## config.mk

```make
export PLATFORM = sky130hd
export DESIGN_NAME = mvsm_front
export DESIGN_NICKNAME = d
export VERILOG_FILES = /design/src/rtl/mvsm_pkg.sv /design/src/rtl/mvsm_front.sv
export SDC_FILE = /design/constraint.sdc
export NUM_CORES = 1
export LEC_CHECK = 0
export ABC_AREA = 1
export BUFFER_PORTS_ARGS = -buffer_cell sky130_fd_sc_hd__buf_2
export CORE_MARGIN = 2
export CORE_UTILIZATION = 56
export CTS_CLUSTER_DIAMETER = 60
export DETAILED_ROUTE_END_ITERATION = 8
export HOLD_SLACK_MARGIN = 0.02
export PLACE_DENSITY = 0.84
export SETUP_SLACK_MARGIN = 0.02
export SLEW_MARGIN = 25
export SYNTH_ARGS = -nofsm -noshare
export SYNTH_HDL_FRONTEND = slang
export SYNTH_SLANG_ARGS = --single-unit
```

## constraint.sdc

```tcl
create_clock -name clk -period 6.4 [get_ports clk]
set_input_delay 1.28 -clock clk [delete_from_list [all_inputs] [get_ports clk]]
set_output_delay 1.28 -clock clk [all_outputs]
set_load 0.1 [all_outputs]
```

## src/rtl/mvsm_pkg.sv

```systemverilog
`default_nettype none
// ----------------------------------------------------------------------------
// mvsm_pkg: shared types and constants of the sample playback mixer
// Item structs, operation codes and the saturation helper.
// ----------------------------------------------------------------------------
package mvsm_pkg;

	localparam int unsigned MaxVoicesDef   = 16;
	localparam int unsigned SampleWordsDef = 65536;
	localparam logic [15:0] GainReset      = 16'd22938;
	localparam logic [16:0] FullLength     = 17'd65536;

	typedef enum logic [2:0] {
		OP_WRITE  = 3'd0,
		OP_PLAY   = 3'd1,
		OP_STOP   = 3'd2,
		OP_SETBG  = 3'd3,
		OP_CLRBG  = 3'd4,
		OP_TICK   = 3'd5
	} op_t;

	typedef struct packed {
		logic [2:0]         op;
		logic [15:0]        address;
		logic signed [15:0] sample_value;
		logic [16:0]        sound_length;
		logic               loop_flag;
		logic [7:0]         sound_tag;
	} in_item_t;

	typedef struct packed {
		logic signed [15:0] mixed_sample;
		logic               accepted;
		logic [4:0]         active_voices;
	} out_item_t;

	function automatic logic signed [15:0] sat16(input logic signed [33:0] v);
		if (v > 34'sd32767) begin
			return 16'sh7FFF;
		end else if (v < -34'sd32768) begin
			return 16'sh8000;
		end
		return v[15:0];
	endfunction

endpackage
`default_nettype wire

```

## src/rtl/mvsm_front.sv

```systemverilog
`default_nettype none
// ----------------------------------------------------------------------------
// mvsm_front: input stage and command queue
// Accepts items, normalizes the length and holds up to two for the back end.
// ----------------------------------------------------------------------------
module mvsm_front (
	input  wire                     clk,
	input  wire                     arst_n,
	input  wire                     push,
	output logic                    full,
	input  wire mvsm_pkg::in_item_t in_item,
	output logic                    cmd_valid,
	output mvsm_pkg::in_item_t      cmd,
	input  wire                     cmd_take
);
	import mvsm_pkg::*;

	in_item_t  slot_q [2];
	logic      rd_q, wr_q;
	logic [1:0] cnt_q;
	in_item_t  norm;

	always_comb begin
		norm = in_item;
		if (in_item.sound_length > FullLength) begin
			norm.sound_length = FullLength;
		end
	end

	assign full      = (cnt_q == 2'd2);
	assign cmd_valid = (cnt_q != 2'd0);
	assign cmd       = slot_q[rd_q];

	always_ff @(posedge clk) begin
		if (push && !full) begin
			slot_q[wr_q] <= norm;
		end
	end

	always_ff @(posedge clk or negedge arst_n) begin
		if (!arst_n) begin
			rd_q  <= 1'b0;
			wr_q  <= 1'b0;
			cnt_q <= 2'd0;
		end else begin
			if (push && !full) begin
				wr_q <= ~wr_q;
			end
			if (cmd_take) begin
				rd_q <= ~rd_q;
			end
			cnt_q <= cnt_q + {1'b0, push && !full} - {1'b0, cmd_take};
		end
	end
endmodule
`default_nettype wire

```

# After elaboration in Yosys (flattened, before gate mapping)
# Memory sizes are Yosys's and may differ from the RTL's.
# Cells that the tools add are included.
word_totals:
  ff_bits: 4
  mem_bits_rw: 122
  inputBits: 65
  out_inout_bits: 63
  word_cells: 16
  memories: 1
classes:
  add_sub_neg: 2
  magnitude_cmp: 1
  n_eq_ne: 1
  muxes: 3
  n_bitwise: 2
  reduce_logical: 3
mem_list:
  columns: ["name", "depth", "word_bits", "rd", "rd_ports_with_merged_regs", "wr", "line_no", "source"]
  rows:
  - ["slot_q", 2, 61, 1, 0, 1, "mvsm_front.sv:18", "in_item_t slot_q [2];"]
ops:
  columns: ["cell", "n"]
  rows:
  - ["$gt A17 B17 Y1 const B", 1]
  - ["$mux W17", 1]
  - ["$add A2 B1 Y2", 1]
  - ["$eq A2 B2 Y1 const B", 1]
  - ["$mux W1", 2]
  - ["$not A1 Y1", 2]
  - ["$reduce_bool A2 Y1", 1]
  - ["$sub A2 B1 Y2", 1]
  - ["$logic_and A1 B1 Y1", 1]
  - ["$logic_not A1 Y1", 1]

# Logic depth before layout (Yosys ltp)
logic_depth:
  depth_word: 5
  depth_mapped: 7
  ltp_nobuf: 7

# Worst setup path before layout
# No wires, ideal clock.
synth_timing:
  kind: "input to register"
  startpoint: "input push"
  endpoint: "memory slot_q[0][0] in the netlist's numbering, enable pin"
  setup_ps: 480
  t_arrival_ps: 3910
  required_time_ps: 5920
  path_slack_ps: 2010
  stages: 2
  n_path_buf: 0
  cell_sequence: "o21ai_2 -> nor2_1"
synth_via:
  elab_chain_cells: 3
synth_rtl:
  columns: ["item", "line_no", "source"]
  rows:
  - ["start: declaration", "mvsm_front.sv:9", "input wire push,"]
  - ["$logic_and A1 B1 Y1", "mvsm_front.sv:35", "if (push && !full) begin"]
  - ["$mux W1", "mvsm_front.sv:35", null]
  - ["$mux W1 (implied by the code)", "mvsm_front.sv:36", "slot_q[wr_q] <= norm;"]
  - ["end: declaration", "mvsm_front.sv:18", null]
# Every way passes these cells.

==> flow_metrics.tcl <==
set metrics [dict create \
    status "complete, no violations" \
    synth_cell_types 18 \
    grtUsageMet1_pct 22.3 \
    dieHeight_um 97.4 \
    area_growth_pct 26.2 \
    grt_pass1_wl_um 13200 \
    dp_hpwl_um 5260 \
    min_period_over_period_pct 54.6 \
    ys_seq_area_share_pct 77.0 \
    vias_per_cell 5.11 \
    synth_area_leaders "edfxtp_1, mux2_2, dfrtp_1" \
    fin_worst_skew_ns 0.00541 \
    ys_ff_latch 126 \
    synth_area_leader_cell "edfxtp_1" \
    setup_viol 0 \
    drc_errors 0 \
    use_met2_pct 30.1 \
    core-area_um2 8590 \
    finalSetupTns_ns 0 \
    fmax_ghz 0.286 \
    cp_data_arrival_time_ns 2.22 \
    instances_no_fill 517 \
    cts_resized 0 \
    dieArea_um2 9490 \
    synth_fp_nets 326 \
    max-cap-violations 0 \
    ios 128 \
    holdCritPathClass "in2async" \
    use_met3_pct 6.04 \
    start_kind "flop" \
    ys_warn_count 0 \
    path_class "reg2out" \
    first_global_vias 2750 \
    root_buffer "clkbuf_8" \
    synth_area_um2 4890 \
    rows 34 \
    cts_tree "done" \
    ctsHoldBuffers 0 \
    clk_pin_slew_ns 0.06 \
    grt_max_degree 63 \
    first_pass_iters 4 \
    numCtsBuffers 17 \
    relSlewSlack_pct 46.9 \
    critical_path.max_fanout 62 \
    insertedDiodeCount 0 \
    postCtsSetupBuffers 0 \
    gp_congestion 0.761 \
    cts_buffer_depth 2 \
    first_iter_violations 101 \
    hold_violations 0 \
    nNetsFinal 464 \
    initial_utilization_pct 56.9 \
    slew_viol_final 0 \
    numPlacedInstances 486 \
    top_usage_layer "met2" \
    min_period_ns 3.50 \
    synth_top_area_share_pct 75.0 \
    htree_num_levels 4 \
    synth_area_per_cell_um2 18.9 \
    cts.sinks 126 \
    antenna_found_initial 0 \
    worstMarginPinSlew_ns 0.796 \
    endpoint_kind "primary output" \
    synth_cells 259 \
    rsz0062_at_grt "no" \
    final_layout_size_suffix_gt1_share_pct 57.9 \
    detail-route-antenna-nets 0 \
    wl_per_cell_um 16.1 \
    grt.overflow.total 0 \
    die_x_um 97.4 \
    required_ns 5.12 \
    routed_wl_um 8320 \
    io_buffers 127 \
    grt_use_total_pct 18.3 \
    clock_latency_ns 0.49 \
    vias 2644 \
]
kinds of logic after synthesis:
logic type,after synthesis,share of synthesized area (%)
buffers and inverters,30,3.46
AOI/OAI and AO/OA,17,2.59
and+or+nand+nor,19,1.66
muxes,61,14.1
xor gates and xnor gates,4,0.717
adders and majority gates,2,0.512
DFF,126,77.0
final timing paths:
| kind | startpoint | to | slack, ns | cells past startpoint |
|---|---|---|---|---|
| setup / recovery | rd_q$_DFFE_PN0P_ | cmd[32] | 2.90 | 3 |
| hold / removal | arst_n | cnt_q[1]$_DFF_PN0_ | 0.58 | 1 |
| setup reg to reg | cnt_q[1]$_DFF_PN0_ | slot_q[0][3]$_DFFE_PP_ | 4.20 | 4 |
| hold reg to reg | cnt_q[0]$_DFF_PN0_ | cnt_q[0]$_DFF_PN0_ | 0.58 | 1 |
| max in group asynchronous | arst_n | rd_q$_DFFE_PN0P_ | 5.68 | 1 |
| min in group clk | cnt_q[0]$_DFF_PN0_ | cnt_q[0]$_DFF_PN0_ | 0.58 | 1 |
registers in the layout, summed over array words and instances, names as in the netlist:
register / count
cnt_q: 2
slot_q: 122
wr_q: 1
rd_q: 1
worst max-delay path: stages, from the launching register on:
cell and delay [ns]:
dfrtp_2 0.34, buf_4 0.63, mux2_2 0.31, buf_2 0.43
per-layer routing:
metal | part of all wire [%] | up-vias | routed length, um
li1 | - | 1247 | -
met1 | 41 | 1291 | 3450
met2 | 51 | 98 | 4260
met3 | 6.2 | 8 | 516
met4 | 1.1 | 0 | 89
met5 | 0 | - | 0
cells in the mapped netlist (all sizes together):
master,number
edfxtp,122
mux2,61
inv,19
a21oi,16
nor2,13
buf,10
nand2,5
dfrtp,4
xor2,3
ha,2
clkbuf,1
o21ai,1
or2,1
xnor2,1
layout by cell type, fill, tap and decap left out:
| cell type | instances |
|---|---|
| a21oi_1 | 6 |
| a21oi_2 | 10 |
| buf_2 | 127 |
| buf_4 | 3 |
| bufinv_16 | 3 |
| clkbuf_1 | 2 |
| clkbuf_16 | 16 |
| clkbuf_8 | 1 |
| clkinv_1 | 1 |
| clkinv_2 | 4 |
| clkinv_4 | 2 |
| clkinvlp_4 | 2 |
| dfrtp_1 | 3 |
| dfrtp_2 | 1 |
| edfxtp_1 | 122 |
| ha_1 | 2 |
| inv_1 | 19 |
| mux2_2 | 61 |
| nand2_1 | 4 |
| nand2_2 | 1 |
| nor2_1 | 9 |
| nor2_2 | 2 |
| nor2_4 | 2 |
| o21ai_2 | 1 |
| or2_2 | 1 |
| xnor2_1 | 1 |
| xor2_1 | 3 |
through the flow:
step           hold slack (ns)  worst slack (ns)  utilization [%]  area [um2]
2_1_floorplan            0.532              2.01                -        4890
3_3_place_gp             0.576              3.36             65.2        5600
3_5_place_dp             0.573              3.32             65.2        5600
4_1_cts                  0.550              2.84             71.8        6170
5_1_grt                  0.556              2.78             71.8        6170
6_report                 0.581              2.90             71.8        6170
final cells by class:
| cell class | instances | area [um2] |
|---|---|---|
| clock inverter | 12 | 146 |
| timing repair buffer | 130 | 658 |
| tap | 108 | 135 |
| fill | 581 | 2430 |
| multi-input combinational | 103 | 970 |
| inverter | 19 | 71.3 |
| clock buffer | 19 | 422 |
| sequential | 126 | 3760 |
Power is left out: the tool's default activity adds up to more than one toggle a clock period on the data nets, which glitch-free logic cannot reach.
